[config.mk]
export PLATFORM = sky130hd
export DESIGN_NAME = mwk_mix
export DESIGN_NICKNAME = d
export VERILOG_FILES = /design/src/sv/assert_macros.svh /design/src/sv/mwk_pkg.sv /design/src/sv/mwk_mix.sv
export SDC_FILE = /design/constraint.sdc
export NUM_CORES = 2
export LEC_CHECK = 0
export BUFFER_PORTS_ARGS = -buffer_cell sky130_fd_sc_hd__clkbuf_2
export CAP_MARGIN = 30
export CELL_PAD_IN_SITES_DETAIL_PLACEMENT = 0
export CELL_PAD_IN_SITES_GLOBAL_PLACEMENT = 2
export CORE_MARGIN = 2
export CORE_UTILIZATION = 37
export CTS_BUF_LIST = sky130_fd_sc_hd__clkbuf_2
export DETAILED_ROUTE_END_ITERATION = 10
export PLACE_DENSITY = 0.79
export SETUP_SLACK_MARGIN = 0.15
export SYNTH_ARGS = -nofsm -noshare
export SYNTH_HDL_FRONTEND = slang
export SYNTH_SLANG_ARGS = --single-unit
export TNS_END_PERCENT = 20
[constraint.sdc]
create_clock -name clk_i -period 8.65 [get_ports clk_i]
set_input_delay 0.865 -clock clk_i [delete_from_list [all_inputs] [get_ports clk_i]]
set_output_delay 0.865 -clock clk_i [all_outputs]
set_load 0.01 [all_outputs]
[src/sv/assert_macros.svh]
// Assertion macros for the RTL of the mecanum wheel kinematics unit.
// Depends on nothing; define NO_ASSERTIONS to compile the checks away.
`ifndef ASSERT_MACROS_SVH
`define ASSERT_MACROS_SVH
`ifndef NO_ASSERTIONS
`define ASSERT_NOW(label, clk, rst_n, ante, cons) \
  label: assert property (@(posedge clk) disable iff (!rst_n) (ante) |-> (cons)) \
    else $error("assertion failed");
`define ASSERT_NEXT(label, clk, rst_n, ante, cons) \
  label: assert property (@(posedge clk) disable iff (!rst_n) (ante) |=> (cons)) \
    else $error("assertion failed");
`else
`define ASSERT_NOW(label, clk, rst_n, ante, cons)
`define ASSERT_NEXT(label, clk, rst_n, ante, cons)
`endif
`endif

[src/sv/mwk_pkg.sv]
// Shared constants and types of the mecanum wheel kinematics unit.
// Used by every module of the block; depends on nothing.
package mwk_pkg;

  localparam int VELOCITY_BITS  = 16;
  localparam int FRACTION_BITS  = 12;
  localparam int CFG_FRAC       = 12;
  localparam int CFG_W          = 16;
  localparam int SUM_W          = VELOCITY_BITS + CFG_W + 2;
  localparam int MAG_W          = SUM_W - 1;
  localparam int SCALE_W        = 17;
  localparam int QUOT_W         = 18;
  localparam int DIV_STAGES     = 6;
  localparam int BITS_PER_STAGE = QUOT_W / DIV_STAGES;
  localparam int PROD_W         = MAG_W + SCALE_W + 1;
  localparam int OUT_W          = 17;
  localparam int CMP_W          = VELOCITY_BITS + CFG_W + CFG_FRAC + FRACTION_BITS;
  localparam int IDX_W          = 2;

  localparam logic [OUT_W-1:0]   FULL_Q15    = OUT_W'(32768);
  localparam logic [MAG_W-1:0]   MAG_FLOOR   = MAG_W'(1) << (FRACTION_BITS + CFG_FRAC);
  localparam logic [SCALE_W-1:0] LIFT_SCALE  = SCALE_W'(1) << (15 + CFG_FRAC - FRACTION_BITS);

  localparam logic [IDX_W-1:0] REG_WHEELBASE   = 2'd0;
  localparam logic [IDX_W-1:0] REG_WHEEL_SCALE = 2'd1;
  localparam logic [IDX_W-1:0] REG_LIFT_MAX    = 2'd2;

  localparam logic [CFG_W-1:0] WHEELBASE_RESET   = 16'd4096;
  localparam logic [CFG_W-1:0] WHEEL_SCALE_RESET = 16'd32768;
  localparam logic [CFG_W-1:0] LIFT_MAX_RESET    = 16'd4096;

  typedef struct packed {
    logic valid;
    logic neg;
    logic sat;
  } lane_ctl_t;

endpackage

[src/sv/mwk_mix.sv]
// Wheel mixing front end: wheel sums, magnitudes, largest magnitude, lift prep.
// Three register stages; depends on mwk_pkg.
module mwk_mix (
  input  logic                                      clk_i,
  input  logic                                      rst_ni,
  input  logic                                      valid_i,
  input  logic signed [mwk_pkg::VELOCITY_BITS-1:0]  vx_i,
  input  logic signed [mwk_pkg::VELOCITY_BITS-1:0]  vy_i,
  input  logic signed [mwk_pkg::VELOCITY_BITS-1:0]  wz_i,
  input  logic signed [mwk_pkg::VELOCITY_BITS-1:0]  vz_i,
  input  logic [mwk_pkg::CFG_W-1:0]                 wheelbase_i,
  input  logic [mwk_pkg::CFG_W-1:0]                 lift_max_i,
  output mwk_pkg::lane_ctl_t [3:0]                  wheel_ctl_o,
  output logic [3:0][mwk_pkg::MAG_W-1:0]            wheel_mag_o,
  output logic [mwk_pkg::MAG_W-1:0]                 wheel_div_o,
  output mwk_pkg::lane_ctl_t                        lift_ctl_o,
  output logic [mwk_pkg::MAG_W-1:0]                 lift_mag_o,
  output logic [mwk_pkg::MAG_W-1:0]                 lift_div_o
);

  localparam int SW = mwk_pkg::SUM_W;
  localparam int MW = mwk_pkg::MAG_W;
  localparam int VW = mwk_pkg::VELOCITY_BITS;

  // Stage 1: wheel sums.
  logic signed [VW+mwk_pkg::CFG_W:0] t_full;
  logic signed [SW-1:0]              x_ext, y_ext, t_ext;
  logic                              v1_q;
  logic signed [3:0][SW-1:0]         w1_q;
  logic signed [VW-1:0]              vz1_q;

  assign t_full = wz_i * $signed({1'b0, wheelbase_i});
  assign x_ext  = SW'(vx_i) <<< mwk_pkg::CFG_FRAC;
  assign y_ext  = SW'(vy_i) <<< mwk_pkg::CFG_FRAC;
  assign t_ext  = SW'(t_full);

  always_ff @(posedge clk_i or negedge rst_ni) begin
    if (!rst_ni) begin
      v1_q <= 1'b0;
    end else begin
      v1_q <= valid_i;
    end
  end

  always_ff @(posedge clk_i) begin
    w1_q[0] <= x_ext - y_ext - t_ext;
    w1_q[1] <= x_ext + y_ext + t_ext;
    w1_q[2] <= x_ext + y_ext - t_ext;
    w1_q[3] <= x_ext - y_ext + t_ext;
    vz1_q   <= vz_i;
  end

  // Stage 2: magnitudes and the lift saturation decision.
  logic [3:0][MW-1:0]        mag_d;
  logic [VW-1:0]             lift_abs;
  logic [mwk_pkg::CMP_W-1:0] lift_num, lift_den;
  logic                      lift_sat_d;
  logic                      v2_q;
  logic [3:0][MW-1:0]        mag2_q;
  logic [3:0]                neg2_q;
  logic [MW-1:0]             lmag2_q, ldiv2_q;
  logic                      lneg2_q, lsat2_q;

  always_comb begin
    for (int i = 0; i < 4; i++) begin
      mag_d[i] = w1_q[i][SW-1] ? MW'(-w1_q[i]) : MW'(w1_q[i]);
    end
  end

  assign lift_abs   = vz1_q[VW-1] ? VW'(-vz1_q) : VW'(vz1_q);
  assign lift_num   = mwk_pkg::CMP_W'(lift_abs) << mwk_pkg::CFG_FRAC;
  assign lift_den   = mwk_pkg::CMP_W'(lift_max_i) << mwk_pkg::FRACTION_BITS;
  // A zero command gives zero even when the maximum lift speed is zero.
  assign lift_sat_d = (lift_abs != '0) && ((lift_max_i == '0) || (lift_num >= lift_den));

  always_ff @(posedge clk_i or negedge rst_ni) begin
    if (!rst_ni) begin
      v2_q <= 1'b0;
    end else begin
      v2_q <= v1_q;
    end
  end

  always_ff @(posedge clk_i) begin
    mag2_q  <= mag_d;
    for (int i = 0; i < 4; i++) begin
      neg2_q[i] <= w1_q[i][SW-1];
    end
    lmag2_q <= MW'(lift_abs);
    lneg2_q <= vz1_q[VW-1];
    lsat2_q <= lift_sat_d;
    ldiv2_q <= MW'(lift_max_i);
  end

  // Stage 3: largest magnitude, floored at one.
  logic [MW-1:0] max01, max23, max_all;
  logic          v3_q;
  logic [3:0]    neg3_q;
  logic [MW-1:0] max3_q, lmag3_q, ldiv3_q;
  logic [3:0][MW-1:0] mag3_q;
  logic          lneg3_q, lsat3_q;

  assign max01   = (mag2_q[0] > mag2_q[1]) ? mag2_q[0] : mag2_q[1];
  assign max23   = (mag2_q[2] > mag2_q[3]) ? mag2_q[2] : mag2_q[3];
  assign max_all = (max01 > max23) ? max01 : max23;

  always_ff @(posedge clk_i or negedge rst_ni) begin
    if (!rst_ni) begin
      v3_q <= 1'b0;
    end else begin
      v3_q <= v2_q;
    end
  end

  always_ff @(posedge clk_i) begin
    mag3_q  <= mag2_q;
    neg3_q  <= neg2_q;
    max3_q  <= (max_all > mwk_pkg::MAG_FLOOR) ? max_all : mwk_pkg::MAG_FLOOR;
    lmag3_q <= lmag2_q;
    lneg3_q <= lneg2_q;
    lsat3_q <= lsat2_q;
    ldiv3_q <= ldiv2_q;
  end

  always_comb begin
    for (int i = 0; i < 4; i++) begin
      wheel_ctl_o[i] = '{valid: v3_q, neg: neg3_q[i], sat: 1'b0};
    end
  end

  assign wheel_mag_o = mag3_q;
  assign wheel_div_o = max3_q;
  assign lift_ctl_o  = '{valid: v3_q, neg: lneg3_q, sat: lsat3_q};
  assign lift_mag_o  = lmag3_q;
  assign lift_div_o  = ldiv3_q;

endmodule

## After elaboration in Yosys (flattened, before gate mapping)

Index checks and enable logic that the tools add are counted.
W data, S select, Z words.

| word-level totals | value |
|---|---|
| register bits | 528 |
| input bits | 99 |
| output and inout bits | 246 |
| logic and storage cells | 56 |

| cells by class | value |
|---|---|
| add/subtract/negate cells | 11 |
| $mul | 1 |
| order comparisons | 5 |
| multiplexer cells | 8 |
| reductions and logical operators | 4 |

Operators with widths:

| cell | count |
|---|---|
| $mux W33 | 7 |
| $neg A33 Y33 | 4 |
| $gt A33 B33 Y1 | 3 |
| $add A29 B33 Y34 | 2 |
| $sub A29 B33 Y34 | 2 |
| $gt A33 B25 Y1 const B | 1 |
| $mul A16 B17 Y33 | 1 |
| $add A28 B28 Y29 | 1 |
| $sub A28 B28 Y29 | 1 |
| $ge A28 B28 Y1 | 1 |
| $logic_not A16 Y1 | 1 |
| $mux W16 | 1 |
| $neg A16 Y16 | 1 |
| $reduce_bool A16 Y1 | 1 |
| $logic_and A1 B1 Y1 | 1 |
| $logic_or A1 B1 Y1 | 1 |

## Depth between registers and ports, before layout

| logic depth | value |
|---|---|
| word-level depth | 5 |
| depth in mapped cells | 38 |
| gate-level depth less buffers | 36 |

## Worst setup path after synthesis

Ideal clock, no wire load.

| path | value |
|---|---|
| path type | input-to-reg |
| start | in wheelbase_i[5] (netlist name) |
| end | reg w1_q[65] (netlist name) |
| arrival | 8241 ps |
| data required time | 8522 ps |
| slack | 280 ps |
| stages | 32 |
| path buffers | 2 |
| path through | clkbuf_1 nand2_1 fa_1 fa_1 inv_1 fa_1 inv_1 fa_1 fa_1 fa_1 inv_1 ha_1 nand3_1 o31ai_1 nand3_1 nand2_1 a21oi_1 o21bai_1 a21oi_1 xnor2_1 ha_1 clkbuf_1 inv_1 o21bai_1 a41o_1 a41oi_1 a21oi_1 o41ai_1 o21ai_0 or2_1 a21oi_1 xnor2_1 |

| between the ends | value |
|---|---|
| longest elaborated chain between the ends | 2 |

Ends and longest elaborated chain:

| element | RTL line | source |
|---|---|---|
| from (decl) | mwk_mix.sv:11 | `input logic [mwk_pkg::CFG_W-1:0] wheelbase_i,` |
| $mul A16 B17 Y33 | mwk_mix.sv:32 | `assign t_full = wz_i * $signed({1'b0, wheelbase_i});` |
| $add A29 B33 Y34 | mwk_mix.sv:47 | `w1_q[1] <= x_ext + y_ext + t_ext;` |
| to (decl) | mwk_mix.sv:29 | `logic signed [3:0][SW-1:0] w1_q;` |

No other way between the ends.
A chain may end at the register's enable or synchronous reset.

## Worst setup path after layout

| path | value |
|---|---|
| start | in wz_i[6] (netlist name) |
| end | reg w1_q[33] (netlist name) |

| between the ends | value |
|---|---|
| longest elaborated chain between the ends | 2 |

Ends and longest elaborated chain:

| element | RTL line | source |
|---|---|---|
| from (decl) | mwk_mix.sv:9 | `input logic signed [mwk_pkg::VELOCITY_BITS-1:0] wz_i,` |
| $mul A16 B17 Y33 | mwk_mix.sv:32 |  |
| $sub A29 B33 Y34 | mwk_mix.sv:46 | `w1_q[0] <= x_ext - y_ext - t_ext;` |

No other way between the ends.

==> key figures <==
Worst setup path
  – Max stage delay on crit path: 550 ps
  – R2r setup slk: 1490 ps
  – CP endpoint kind: flip-flop
  – Buffer and inverter count on the worst path: 7
  – Worst-path maximum fanout: 12
  – Worst endpoint data arrival time: 8700 ps
  – Critical path required time: 9560 ps
  – CP most frequent cell: fa_1
  – Cell family with most CP delay: adder cells
  – Worst setup path start: wz_i[6]
  – R2r startpoint: mag2_q[114]
  – Kind of start point of the critical path: primary input
  – Worst r2r path cells: 21
  – RR Endpoint: wheel_div_o[19]
  – Crit Path Class: in -> reg
  – CP max-delay cell: fa_1

Synthesis
  – Post-synth EDFFs: 0
  – Mapped Avg Cell Area: 9.36 um^2
  – Post-synthesis cell count: 3344
  – Unique masters post-synth: 89
  – Ys flop type: dfxtp_1
  – Seq/Total Area, Yosys: 0.318
  – Synth warnings: 0
  – Synth async-reset ratio: 0.00605
  – Post-Syn Area: 0.0313 mm^2
  – Synth Register Bits: 496

CTS
  – CTS clk-pin slew, worst paths: 110 ps
  – CTS tree: yes
  – Clk buf depth: 3
  – Htree depth: 3
  – Clock latency on the worst-skew pair: 1040 ps
  – Clk sinks: 496
  – Clock buffer count from CTS: 106
  – Root Buffer: clkbuf_2
  – CTS resizes: 0

STA
  – Slew @ Worst Pin: 971 ps
  – Final hold vios: 0
  – Worst slew margin: 0.336
  – RSZ-0062 raised after global routing: false
  – Final worst slack: 858 ps
  – Fmax: 128 MHz
  – Crit path time final: 7790 ps
  – Period utilization: 0.901
  – Count of pins over their slew limit: 0
  – Setup-failing EPs final: 0
  – Clk_skew: 63.1 ps

Place
  – Placed Instance Area: 0.0351 mm^2
  – Pre-CTS setup slack: -230 ps
  – DP HPWL: 72.8 mm
  – IO buf count: 306
  – GP Congestion: 0.884

Floorplan
  – Core Rows: 106
  – Overall die width: 295 um
  – Core region area: 0.0837 mm^2
  – Starting Density: 0.374
  – Die Y-Extent: 295 um
  – I/O Pins: 345
  – Die area: 0.0869 mm^2

Routing
  – Vias/cell: 4.67
  – Remaining DRCs: 0
  – Routed wire length: 85.7 mm
  – Vias: 23700
  – Pre-antenna DRT Iters: 5
  – DRT antenna net count: 0
  – Iter 0 DRT Violations: 982
  – DR WL/cell: 16.9 um

Status
  – Outcome: finished, final reports clean

Global routing
  – Total gr overflow: 0
  – Vias in the first global route: 24100
  – Initial antenna violation count: 8
  – GRT Total Usage: 0.196
  – Largest net degree at the start of global routing: 44
  – First-pass GRT wire length: 134 mm

Layout
  – Final #Nets: 4519
  – Layout cells sized above 1: 0.179
  – FF+latch area: 0.00994 mm^2
  – Final Cell Area: 0.0364 mm^2
  – Area Growth Syn to Fin: 16.3%
  – Area of the multi-input gates: 0.0191 mm^2
  – Fill cells: 8421

Worst hold path
  – Hold Crit Class: in -> async

Flow run
  – Max cap viols: 0
## layout by cell type (no fill, tap or decap), types with 5 or more instances in the layout
| cell | n |
|---|---|
| dfxtp_1 | 493 |
| buf_4 | 197 |
| nor3_1 | 40 |
| o21a_1 | 11 |
| xnor2_1 | 230 |
| a211oi_1 | 16 |
| nand2b_1 | 35 |
| conb_1 | 38 |
| xor2_1 | 39 |
| a221oi_1 | 20 |
| o21ai_0 | 141 |
| ha_1 | 354 |
| clkinv_2 | 6 |
| nand4_1 | 22 |
| nor2_1 | 156 |
| nor2b_1 | 20 |
| o221ai_1 | 5 |
| o41ai_1 | 18 |
| fa_1 | 198 |
| and2_1 | 111 |
| nand3_1 | 31 |
| a21oi_1 | 148 |
| nand2_1 | 284 |
| o21bai_1 | 29 |
| or4_1 | 18 |
| dlygate4sd3_1 | 34 |
| or3_1 | 43 |
| a21o_1 | 55 |
| mux2i_1 | 31 |
| and3_1 | 15 |
| a31oi_1 | 8 |
| clkinv_1 | 25 |
| or2_2 | 9 |
| o31ai_1 | 27 |
| inv_1 | 440 |
| nor4_1 | 16 |
| a41oi_1 | 6 |
| o22ai_1 | 23 |
| clkbuf_2 | 449 |
## worst register-to-register path, cell delays in order, from the launching register on
cell and delay, ps:
dfxtp_1 470, inv_1 70, ha_1 290, and3_1 170, nand4_1 160, or3_1 700, or2_2 420, and2_1 400
mux2i_1 330, ha_1 280, a21o_1 180, a21o_1 170, a21oi_1 220, o211ai_1 140, a221o_1 460, a211oi_1 590
a41o_2 390, buf_4 500, a21oi_1 230, nor4b_4 240, buf_4 340, a221oi_1 200
## per-stage QoR
step / util / std cells / hold slack (ps) / setup TNS [ps]
6_report: 0.435 / 5078 / 149 / 0
3_5_place_dp: 0.420 / 4860 / 312 / -1020
3_3_place_gp: 0.420 / 4860 / 311 / -728
4_1_cts: 0.435 / 5074 / 17.3 / 0
2_1_floorplan: - / 3381 / 310 / 0
5_1_grt: 0.435 / 5075 / 97.8 / 0
## cells by family (layout without fill, tap and decap cells)
kind of cell               count (synthesis)  after routing  share of synthesized area
buffers and inverters                    600           1159                     0.0781
other                                      1             42                   0.000120
and+or+nand+nor                          826            826                      0.131
AOI/OAI and AO/OA                        564            564                      0.118
muxes                                     35             35                     0.0113
xor gates and xnor gates                 270            270                     0.0762
adders and majority gates                552            552                      0.268
DFF                                      496            496                      0.318
## cells in the mapped netlist (all sizes together), types with 4 or more instances
master / number / area, um^2
nand2b: 36 / 228
mux2i: 32 / 320
nand3b: 4 / 33.8
and3: 15 / 93.8
clkbuf: 99 / 372
nand2: 284 / 1070
or3: 45 / 292
a31oi: 8 / 50.1
o41ai: 20 / 183
and2: 111 / 694
fa: 198 / 3960
nor2b: 20 / 125
a41o: 4 / 40.0
a21boi: 4 / 30.0
nor4: 16 / 100
a21o: 55 / 413
o21ai: 143 / 723
or4: 20 / 158
a221oi: 20 / 175
a41oi: 6 / 52.6
o221ai: 5 / 43.8
o21bai: 29 / 218
xor2: 40 / 369
a21oi: 150 / 754
nor2: 157 / 592
nand3: 31 / 155
xnor2: 230 / 2010
nor3: 40 / 200
dfxtp: 493 / 9870
o31ai: 31 / 262
a211oi: 17 / 133
nor3b: 4 / 35.0
o22ai: 23 / 144
o21a: 11 / 82.6
inv: 441 / 1660
or2: 12 / 77.6
nand4: 23 / 150
buf: 59 / 413
a2111oi: 7 / 105
ha: 354 / 4430
## flip-flops by register name, indices dropped and copies added, names as in the netlist, 4 cells and up
name	count
lift_div_o	16
w1_q	110
lift_mag_o	16
ldiv2_q	16
vz1_q	16
neg2_q	4
wheel_mag_o	129
mag2_q	129
neg3_q	4
wheel_div_o	33
lmag2_q	16
## layout make-up
class                      instances  area share
antenna                            4    0.000275
clock buffer                     143      0.0197
clock inverter                    37     0.00639
inverter                         442      0.0456
multi-input combinational       2285       0.524
sequential                       496       0.273
tap                             1134      0.0390
timing repair buffer             537      0.0920
## per-layer routing
metal	GRT usage	up-vias	routed length, um
li1	-	12100	-
met3	0.0253	116	3310
met2	0.332	476	40400
met5	0	-	80
met4	0.0521	14	1650
met1	0.261	11100	40300
## worst max-delay path by stage
stage	endpoint	slack (ps)	depth (start not counted)
CTS	w1_q[33]	950	32
floorplan	w1_q[65]	280	32
global route	w1_q[33]	410	32
detailed placement	w1_q[33]	-230	32
global placement	w1_q[31]	-170	33
finish	w1_q[33]	860	33
## repair_timing
action,CTS,global route
hold endpoints to repair,36,0
buffers inserted,0,0
hold buffers,34,0
Power is not shown: default switching activity piles up to over one toggle a cycle in this logic, so the estimate is an artifact.
