==> src/sv/assert_macros.svh <==
// Assertion macros for the RTL of the mecanum wheel kinematics unit.
// Depends on nothing; define NO_ASSERTIONS to compile the checks away.
`ifndef ASSERT_MACROS_SVH
`define ASSERT_MACROS_SVH
`ifndef NO_ASSERTIONS
`define ASSERT_NOW(label, clk, rst_n, ante, cons) \
  label: assert property (@(posedge clk) disable iff (!rst_n) (ante) |-> (cons)) \
    else $error("assertion failed");
`define ASSERT_NEXT(label, clk, rst_n, ante, cons) \
  label: assert property (@(posedge clk) disable iff (!rst_n) (ante) |=> (cons)) \
    else $error("assertion failed");
`else
`define ASSERT_NOW(label, clk, rst_n, ante, cons)
`define ASSERT_NEXT(label, clk, rst_n, ante, cons)
`endif
`endif

==> src/sv/mwk_pkg.sv <==
// Shared constants and types of the mecanum wheel kinematics unit.
// Used by every module of the block; depends on nothing.
package mwk_pkg;

  localparam int VELOCITY_BITS  = 16;
  localparam int FRACTION_BITS  = 12;
  localparam int CFG_FRAC       = 12;
  localparam int CFG_W          = 16;
  localparam int SUM_W          = VELOCITY_BITS + CFG_W + 2;
  localparam int MAG_W          = SUM_W - 1;
  localparam int SCALE_W        = 17;
  localparam int QUOT_W         = 18;
  localparam int DIV_STAGES     = 6;
  localparam int BITS_PER_STAGE = QUOT_W / DIV_STAGES;
  localparam int PROD_W         = MAG_W + SCALE_W + 1;
  localparam int OUT_W          = 17;
  localparam int CMP_W          = VELOCITY_BITS + CFG_W + CFG_FRAC + FRACTION_BITS;
  localparam int IDX_W          = 2;

  localparam logic [OUT_W-1:0]   FULL_Q15    = OUT_W'(32768);
  localparam logic [MAG_W-1:0]   MAG_FLOOR   = MAG_W'(1) << (FRACTION_BITS + CFG_FRAC);
  localparam logic [SCALE_W-1:0] LIFT_SCALE  = SCALE_W'(1) << (15 + CFG_FRAC - FRACTION_BITS);

  localparam logic [IDX_W-1:0] REG_WHEELBASE   = 2'd0;
  localparam logic [IDX_W-1:0] REG_WHEEL_SCALE = 2'd1;
  localparam logic [IDX_W-1:0] REG_LIFT_MAX    = 2'd2;

  localparam logic [CFG_W-1:0] WHEELBASE_RESET   = 16'd4096;
  localparam logic [CFG_W-1:0] WHEEL_SCALE_RESET = 16'd32768;
  localparam logic [CFG_W-1:0] LIFT_MAX_RESET    = 16'd4096;

  typedef struct packed {
    logic valid;
    logic neg;
    logic sat;
  } lane_ctl_t;

endpackage

==> src/sv/mwk_div_step.sv <==
// One registered stage of the restoring divider: three quotient bits per stage.
// Depends on mwk_pkg.
module mwk_div_step (
  input  logic                          clk_i,
  input  logic                          rst_ni,
  input  mwk_pkg::lane_ctl_t            ctl_i,
  input  logic [mwk_pkg::MAG_W-1:0]     rem_i,
  input  logic [mwk_pkg::QUOT_W-1:0]    low_i,
  input  logic [mwk_pkg::QUOT_W-1:0]    quot_i,
  input  logic [mwk_pkg::MAG_W-1:0]     div_i,
  output mwk_pkg::lane_ctl_t            ctl_o,
  output logic [mwk_pkg::MAG_W-1:0]     rem_o,
  output logic [mwk_pkg::QUOT_W-1:0]    low_o,
  output logic [mwk_pkg::QUOT_W-1:0]    quot_o,
  output logic [mwk_pkg::MAG_W-1:0]     div_o
);

  localparam int MW = mwk_pkg::MAG_W;
  localparam int QW = mwk_pkg::QUOT_W;

  logic [MW-1:0] rem_d;
  logic [QW-1:0] low_d, quot_d;
  logic [MW:0]   trial;
  logic          valid_q;
  logic          neg_q, sat_q;
  logic [MW-1:0] rem_q, div_q;
  logic [QW-1:0] low_q, quot_q;

  always_comb begin
    rem_d  = rem_i;
    low_d  = low_i;
    quot_d = quot_i;
    trial  = '0;
    for (int k = 0; k < mwk_pkg::BITS_PER_STAGE; k++) begin
      trial = {rem_d, low_d[QW-1]};
      low_d = low_d << 1;
      if (trial >= {1'b0, div_i}) begin
        trial  = trial - {1'b0, div_i};
        quot_d = {quot_d[QW-2:0], 1'b1};
      end else begin
        quot_d = {quot_d[QW-2:0], 1'b0};
      end
      rem_d = trial[MW-1:0];
    end
  end

  always_ff @(posedge clk_i or negedge rst_ni) begin
    if (!rst_ni) begin
      valid_q <= 1'b0;
    end else begin
      valid_q <= ctl_i.valid;
    end
  end

  always_ff @(posedge clk_i) begin
    neg_q  <= ctl_i.neg;
    sat_q  <= ctl_i.sat;
    rem_q  <= rem_d;
    low_q  <= low_d;
    quot_q <= quot_d;
    div_q  <= div_i;
  end

  assign ctl_o  = '{valid: valid_q, neg: neg_q, sat: sat_q};
  assign rem_o  = rem_q;
  assign low_o  = low_q;
  assign quot_o = quot_q;
  assign div_o  = div_q;

endmodule

==> src/sv/mwk_lane.sv <==
// One output lane: scale multiply, pipelined divide, rounding, clamp and sign.
// Depends on mwk_pkg and mwk_div_step.
module mwk_lane (
  input  logic                              clk_i,
  input  logic                              rst_ni,
  input  mwk_pkg::lane_ctl_t                ctl_i,
  input  logic [mwk_pkg::MAG_W-1:0]         mag_i,
  input  logic [mwk_pkg::SCALE_W-1:0]       scale_i,
  input  logic [mwk_pkg::MAG_W-1:0]         div_i,
  output logic                              valid_o,
  output logic signed [mwk_pkg::OUT_W-1:0]  drive_o
);

  localparam int MW = mwk_pkg::MAG_W;
  localparam int QW = mwk_pkg::QUOT_W;
  localparam int NS = mwk_pkg::DIV_STAGES;
  localparam int OW = mwk_pkg::OUT_W;

  // Product stage: numerator magnitude times twice the scale.
  logic                        pv_q, pneg_q, psat_q;
  logic [mwk_pkg::PROD_W-1:0]  prod_q;
  logic [MW-1:0]               pdiv_q;

  always_ff @(posedge clk_i or negedge rst_ni) begin
    if (!rst_ni) begin
      pv_q <= 1'b0;
    end else begin
      pv_q <= ctl_i.valid;
    end
  end

  always_ff @(posedge clk_i) begin
    pneg_q <= ctl_i.neg;
    psat_q <= ctl_i.sat;
    prod_q <= mag_i * {scale_i, 1'b0};
    // A zero divisor only occurs on saturated or zero-command lift items; one stands in for it.
    pdiv_q <= (div_i == '0) ? MW'(1) : div_i;
  end

  mwk_pkg::lane_ctl_t   ctl_s  [NS+1];
  logic [MW-1:0]        rem_s  [NS+1];
  logic [QW-1:0]        low_s  [NS+1];
  logic [QW-1:0]        quot_s [NS+1];
  logic [MW-1:0]        div_s  [NS+1];

  assign ctl_s[0]  = '{valid: pv_q, neg: pneg_q, sat: psat_q};
  assign rem_s[0]  = prod_q[mwk_pkg::PROD_W-1:QW];
  assign low_s[0]  = prod_q[QW-1:0];
  assign quot_s[0] = '0;
  assign div_s[0]  = pdiv_q;

  for (genvar g = 0; g < NS; g++) begin : g_div
    mwk_div_step u_step (
      .clk_i  (clk_i),
      .rst_ni (rst_ni),
      .ctl_i  (ctl_s[g]),
      .rem_i  (rem_s[g]),
      .low_i  (low_s[g]),
      .quot_i (quot_s[g]),
      .div_i  (div_s[g]),
      .ctl_o  (ctl_s[g+1]),
      .rem_o  (rem_s[g+1]),
      .low_o  (low_s[g+1]),
      .quot_o (quot_s[g+1]),
      .div_o  (div_s[g+1])
    );
  end

  // Round half away from zero on the magnitude, then clamp to one.
  logic [QW:0]   rounded;
  logic [OW-1:0] mag_d;
  logic          valid_q;
  logic [OW-1:0] drive_q;

  assign rounded = ({1'b0, quot_s[NS]} + (QW+1)'(1)) >> 1;
  assign mag_d   = (ctl_s[NS].sat || (rounded > (QW+1)'(mwk_pkg::FULL_Q15)))
                   ? mwk_pkg::FULL_Q15 : OW'(rounded);

  always_ff @(posedge clk_i or negedge rst_ni) begin
    if (!rst_ni) begin
      valid_q <= 1'b0;
    end else begin
      valid_q <= ctl_s[NS].valid;
    end
  end

  always_ff @(posedge clk_i) begin
    drive_q <= ctl_s[NS].neg ? (OW'(0) - mag_d) : mag_d;
  end

  assign valid_o = valid_q;
  assign drive_o = $signed(drive_q);

endmodule
==> config.mk <==
export PLATFORM = sky130hd
export DESIGN_NAME = mwk_lane
export DESIGN_NICKNAME = d
export VERILOG_FILES = /design/src/sv/assert_macros.svh /design/src/sv/mwk_pkg.sv /design/src/sv/mwk_div_step.sv /design/src/sv/mwk_lane.sv
export SDC_FILE = /design/constraint.sdc
export NUM_CORES = 2
export LEC_CHECK = 0
export BUFFER_PORTS_ARGS = -buffer_cell sky130_fd_sc_hd__buf_2
export CAP_MARGIN = 20
export CORE_MARGIN = 2
export CORE_UTILIZATION = 65
export CTS_CLUSTER_SIZE = 16
export DETAILED_ROUTE_END_ITERATION = 8
export GPL_TIMING_DRIVEN = 0
export PLACE_DENSITY = 0.83
export SLEW_MARGIN = 0
export SYNTH_ARGS = -nofsm -noshare
export SYNTH_HDL_FRONTEND = slang
export SYNTH_SLANG_ARGS = --single-unit
==> constraint.sdc <==
create_clock -name clk_i -period 20.1 [get_ports clk_i]
set_input_delay 2.01 -clock clk_i [delete_from_list [all_inputs] [get_ports clk_i]]
set_output_delay 2.01 -clock clk_i [all_outputs]
set_load 0.1 [all_outputs]
== After elaboration in Yosys (flattened, before gate mapping) ==
Index checks and enable logic that the tools add are counted.

* Bitwise operators: 0
* Shift operators: 0
* Divide/modulo/power cells: 0
* Mux-type cells: 37
* Reduce and logical (&&, ||, !) cells: 2
* Magnitude comparators: 19
* $add $sub $neg: 19
* Equality and inequality tests: 0
* Multiply operators: 1

{| class="wikitable"
|+ Operator list
! kind !! number
|-
| $ge A34 B33 Y1 || 18
|-
| $mux W33 || 17
|-
| $sub A33 B33 Y33 || 17
|-
| $mul A33 B17 Y50 || 1
|-
| $mux W17 || 2
|-
| $logic_not A33 Y1 || 1
|-
| $add A18 B1 Y19 const B || 1
|-
| $gt A18 B16 Y1 const B || 1
|-
| $mux W1 || 18
|-
| $sub A1 B17 Y17 const A || 1
|-
| $logic_or A1 B1 Y1 || 1
|}

* Bits in latches: 0
* Word-level logic and storage cells: 124
* Register bits after elaboration: 555
* Memory bits (writable): 0
* Memory bits (read-only): 0
* Input bits: 88
* Memories: 0

== Logic depth before layout (Yosys ltp) ==
* Depth in word-level cells: 6
* Gate-level depth with buffers: 45
* Depth with buffers taken out: 39

== Modules after synthesis ==
Synthesis repeated with hierarchy kept, for this count alone.

* Cells, all modules: 8547
* Area, all modules: 73643.1 µm²

{| class="wikitable"
|+ Modules (own cells, without submodules)
! module !! instances !! area each (µm²) !! seq. area each (µm²) !! cells an instance
|-
| mwk_div_step (g_div[3].u_step ...) || 3 || 8680.8 || 2047.0 || 1031
|-
| mwk_lane || 1 || 21247.9 || 2092.0 || 2407
|-
| mwk_div_step (g_div[0].u_step ...) || 2 || 8816.0 || 2047.0 || 1008
|-
| mwk_div_step (g_div[2].u_step) || 1 || 8720.9 || 2047.0 || 1031
|}

== Worst setup path before layout ==
OpenSTA, ideal clock, no wires.

* Path type: reg2reg
* From: register g_div[2].u_step.div_q[0]
* To: register g_div[3].u_step.rem_q[31]
* Arrival time: 8719 ps
* Data required time: 19977 ps
* Setup time: 123 ps
* Period minus slack after synthesis: 8842 ps
* Setup slack: 11258 ps
* Stages on the path, launching flop included: 42
* Cells stage by stage: dfxtp_1 -> ha_1 -> inv_1 -> fa_1 -> a211oi_2 -> o21ai_0 -> a211oi_1 -> a21oi_2 -> a221o_2 -> o21ai_2 -> o31a_2 -> inv_2 -> buf_2 -> buf_4 -> nand2_1 -> o21ai_0 -> fa_1 -> nand2b_1 -> [6 not listed] -> o211a_4 -> inv_4 -> buf_2 -> mux2_2 -> ha_1 -> clkbuf_1 -> a21o_1 -> a21oi_1 -> or4b_1 -> o22ai_1 -> o21ai_0 -> o21a_1 -> nor2_1 -> o21ai_0 -> a21oi_1 -> o211ai_2 -> buf_4 -> mux2_1

* Longest elaborated chain between the ends: 6
* Elaborated cells between the ends (all ways): 9
* Those cells by class: 3 x add/sub; 3 x order compare; 3 x mux

{| class="wikitable"
|+ Ends and longest elaborated chain
! item !! RTL line !! text
|-
| from (decl) || mwk_div_step.sv:26 || <nowiki>logic [MW-1:0] rem_q, div_q;</nowiki>
|-
| from (signal assigned) || mwk_div_step.sv:61 || <nowiki>div_q <= div_i;</nowiki>
|-
| $sub A33 B33 Y33 or $ge A34 B33 Y1 (tied branches) || mwk_div_step.sv:38, mwk_div_step.sv:37 ||
|-
| $mux W33 || mwk_div_step.sv:37 || <nowiki>if (trial >= {1'b0, div_i}) begin</nowiki>
|-
| $sub A33 B33 Y33 or $ge A34 B33 Y1 (tied branches) || mwk_div_step.sv:38, mwk_div_step.sv:37 ||
|-
| $mux W33 || mwk_div_step.sv:37 ||
|-
| $sub A33 B33 Y33 or $ge A34 B33 Y1 (tied branches) || mwk_div_step.sv:38, mwk_div_step.sv:37 ||
|-
| $mux W33 * || mwk_div_step.sv:37 ||
|-
| net g_div[3].u_step.trial[31] || mwk_div_step.sv:23 || <nowiki>logic [MW:0] trial;</nowiki>
|-
| to (signal assigned) || mwk_div_step.sv:58 || <nowiki>rem_q <= rem_d;</nowiki>
|-
| to (decl) || mwk_div_step.sv:26 ||
|}

Mark *: on every way through the listed nets, which the timed path passes. The rest lies on a longest branch.
A chain may end at the register's enable or synchronous reset.

== Worst setup path after layout ==
* From: register g_div[2].u_step.div_q[1]
* To: register g_div[3].u_step.rem_q[31]

Same word-level chain as after synthesis.

==> metrics.yaml <==
sta:
  period_minus_slack_ns: 11.61
  fin_crit_sh_pct: 57.8
  finalClockSkew_ns: 0.0473
  maxSlewViolCount: 0
  setup_tns_ns: 0
  hold_viol_final: 0
  setup_ws_ns: 8.49
  fmax_mhz: 86.1
  tightest_slew_ns: 1.01
  rsz0062_at_grt: "no"
  finalSetupViolations: 0
  max_slew_margin_pct: 33.0
floorplanning:
  dieHeight_microns: 321
  row_count: 116
  dieArea_sq_um: 103000
  start_util_pct: 65.4
  io_pins: 106
  core-area_sq_um: 100000
  fp.dieW_microns: 321
synth:
  synthDistinctLibCells: 108
  synth_top_cell_by_area: "dfxtp_1"
  synth_top_area_share_pct: 16.7
  synth_flop_cell: "dfxtp_1"
  postSynthCellCount: 7834
  syn_area_sq_um: 65400
  synth_edf_count: 0
  yosys_register_bits: 555
  ys_seq_area_share_pct: 17.0
  synth.top_cells.by_area: "dfxtp_1, fa_1, ha_1"
  synthesis.nets: 9122
  yosysWarnings: 0
  postSynth.asyncResetShare_pct: 1.44
  syn_area_per_cell_sq_um: 8.35
status:
  status: "complete, no violations"
clock_network:
  clk_latency_ns: 0.68
  cts_tree: "yes"
  cts_buffers: 58
  clockRootBuffer: "clkbuf_16"
  cts_sinks: 555
  post_cts_resized: 0
  htreeDepth: 2
  path_clk_slew_ns: 0.06
  cts_hold_buf: 0
  cts_setup_buffers: 0
  cts_max_path_buffers: 3
final_layout:
  layout-drive-gt1-share_pct: 7.32
  design_area_sq_um: 69500
  layout.nets: 9275
  fillCellCount: 8116
  syn_to_final_growth_pct: 6.29
  seqCellArea_sq_um: 11200
  multiInputGateArea_sq_um: 49900
global_route:
  grt_max_degree: 17
  antenna_found_initial: 8
  gr-total-overflow: 0
  grt_pass1_vias: 57000
  grt_pass1_wl_microns: 315000
  track_usage_pct: 38.8
worst_hold_path:
  hold_path_depth: 0
  min_path_type: "register to register"
worst_setup_path:
  reg2reg_depth: 40
  critPathKind: "register to register"
  arrival_ns: 12.17
  endpoint_kind: "register"
  cp-start-kind: "register"
  slowest_delay_ns: 0.55
  cp.required_ns: 20.66
  cp_slowest_cell: "fa_1"
  crit_fanout: 10
drt:
  via_per_inst: 6.33
  wl_per_cell_microns: 21.7
  detail_route.drc_violations: 0
  postRouteAntennaNets: 0
  drt_iter0_drc: 5860
  first_pass_iters: 7
  wirelength_microns: 203000
  vias: 59100
placed_design:
  dpl.hpwl_microns: 167000
  place.gp.congestion: 1.01
  post-place-ws_ns: 8.92
  portBuffers: 90
  place_area_sq_um: 67500
job:
  max_cap_viol_count: 0
[final timing paths]
path	to	start	slack (ns)
worst max register to register	g_div[3].u_step.rem_o[31]	g_div[2].u_step.div_o[1]	8.49
worst min-delay path	g_div[1].u_step.low_o[10]	g_div[0].u_step.low_o[7]	0.32
worst min register to register	g_div[1].u_step.low_o[10]	g_div[0].u_step.low_o[7]	0.32
worst max-delay path	g_div[3].u_step.rem_o[31]	g_div[2].u_step.div_o[1]	8.49
max in group asynchronous	g_div[5].u_step.valid_q	rst_ni	18.77
min in group asynchronous	g_div[1].u_step.valid_q	rst_ni	1.16
[layout make-up]
cell class | count | area share, %
inverters | 846 | 4.57
clock inverters | 39 | 0.632
plain buffers | 275 | 1.74
clock buffers | 68 | 2.24
repair buffers | 93 | 0.673
multi-input cells | 6158 | 71.7
diodes | 6 | 0.0216
flip-flops and latches | 555 | 16.0
well taps | 1298 | 2.34
[registers in the layout, indices dropped and copies added (netlist names)]
| register | count |
|---|---|
| g_div.u_step.div_o | 165 |
| g_div.u_step.rem_o | 165 |
| g_div.u_step.quot_o | 63 |
| prod_q | 50 |
| g_div.u_step.low_o | 40 |
| pdiv_q | 33 |
| drive_o | 17 |
| g_div.u_step.neg_q | 6 |
| g_div.u_step.sat_q | 6 |
| g_div.u_step.valid_q | 6 |
| pneg_q | 1 |
| psat_q | 1 |
| pv_q | 1 |
| valid_o | 1 |
[worst max-delay path: cells and delay by family, from the launching register on]
kind,cells,cell delay [ns]
and+or+nand+nor,5,1.20
adders and majority gates,3,1.46
DFF,1,0.52
AOI/OAI and AO/OA,23,5.94
muxes,1,0.32
buffers and inverters,8,2.06
[placed cells by master, fill, tap and decap left out, drive strengths merged, types with 20 or more instances in the layout]
master   Yosys  routed
o21bai      72      72
or3         24      24
xnor2      375     375
dfxtp      547     547
nand2b      75      75
o2111ai     20      20
a221oi      20      20
and2       187     187
fa         481     481
mux2i       33      33
and4        20      20
and3        67      67
a21oi      623     623
nand3      140     140
nand2      844     844
o21ai      406     406
clkbuf     219     287
a31oi       61      61
o211ai      45      45
a211oi      67      67
xor2       153     153
nor3        87      87
inv        845     861
nand4      107     107
o21a       103     103
o31ai       37      37
buf         56     149
nor4        47      47
mux2       307     307
a21o       247     247
nor2       407     407
a211o       28      28
nor2b       72      72
a21boi      25      25
ha         719     719
[per-layer routing]
| layer | GRT usage [%] | routed length, microns |
|---|---|---|
| met5 | 0 | 54 |
| met4 | 23.0 | 13800 |
| met3 | 6.84 | 18000 |
| met2 | 60.8 | 89200 |
| met1 | 50.3 | 81600 |
[Yosys cell counts, types with 106 or more instances]
library cell / n
nand3_1: 139
nand4_1: 106
o21ai_0: 393
a21oi_1: 615
xor2_1: 153
inv_1: 837
xnor2_1: 375
fa_1: 481
and2_1: 187
clkbuf_1: 219
nand2_1: 842
dfxtp_1: 547
mux2_2: 219
ha_1: 719
a21o_1: 247
nor2_1: 406
[through the flow]
step                utilization, %  cells  hold slack (ns)
floorplan                        -   7834            0.310
global placement              67.5   9222            0.310
detailed placement            67.5   9225            0.312
CTS                           69.5   9332            0.316
global route                  69.5   9332            0.325
finish                        69.5   9338            0.324
[cells by family (layout without fill, tap and decap cells)]
logic type                 after synthesis  in the layout  share of synthesized area [%]
and+or+nand+nor                       2145           2145                           15.6
DFF                                    555            555                           17.0
AOI/OAI and AO/OA                     1945           1945                           19.1
buffers and inverters                 1121           1321                           6.71
xor gates and xnor gates               528            528                           7.07
adders and majority gates             1200           1200                           28.5
other                                    0              6                              0
muxes                                  340            340                           5.99
Power is left out: the tool's default activity adds up to more than one toggle a clock period on the data nets, which glitch-free logic cannot reach.
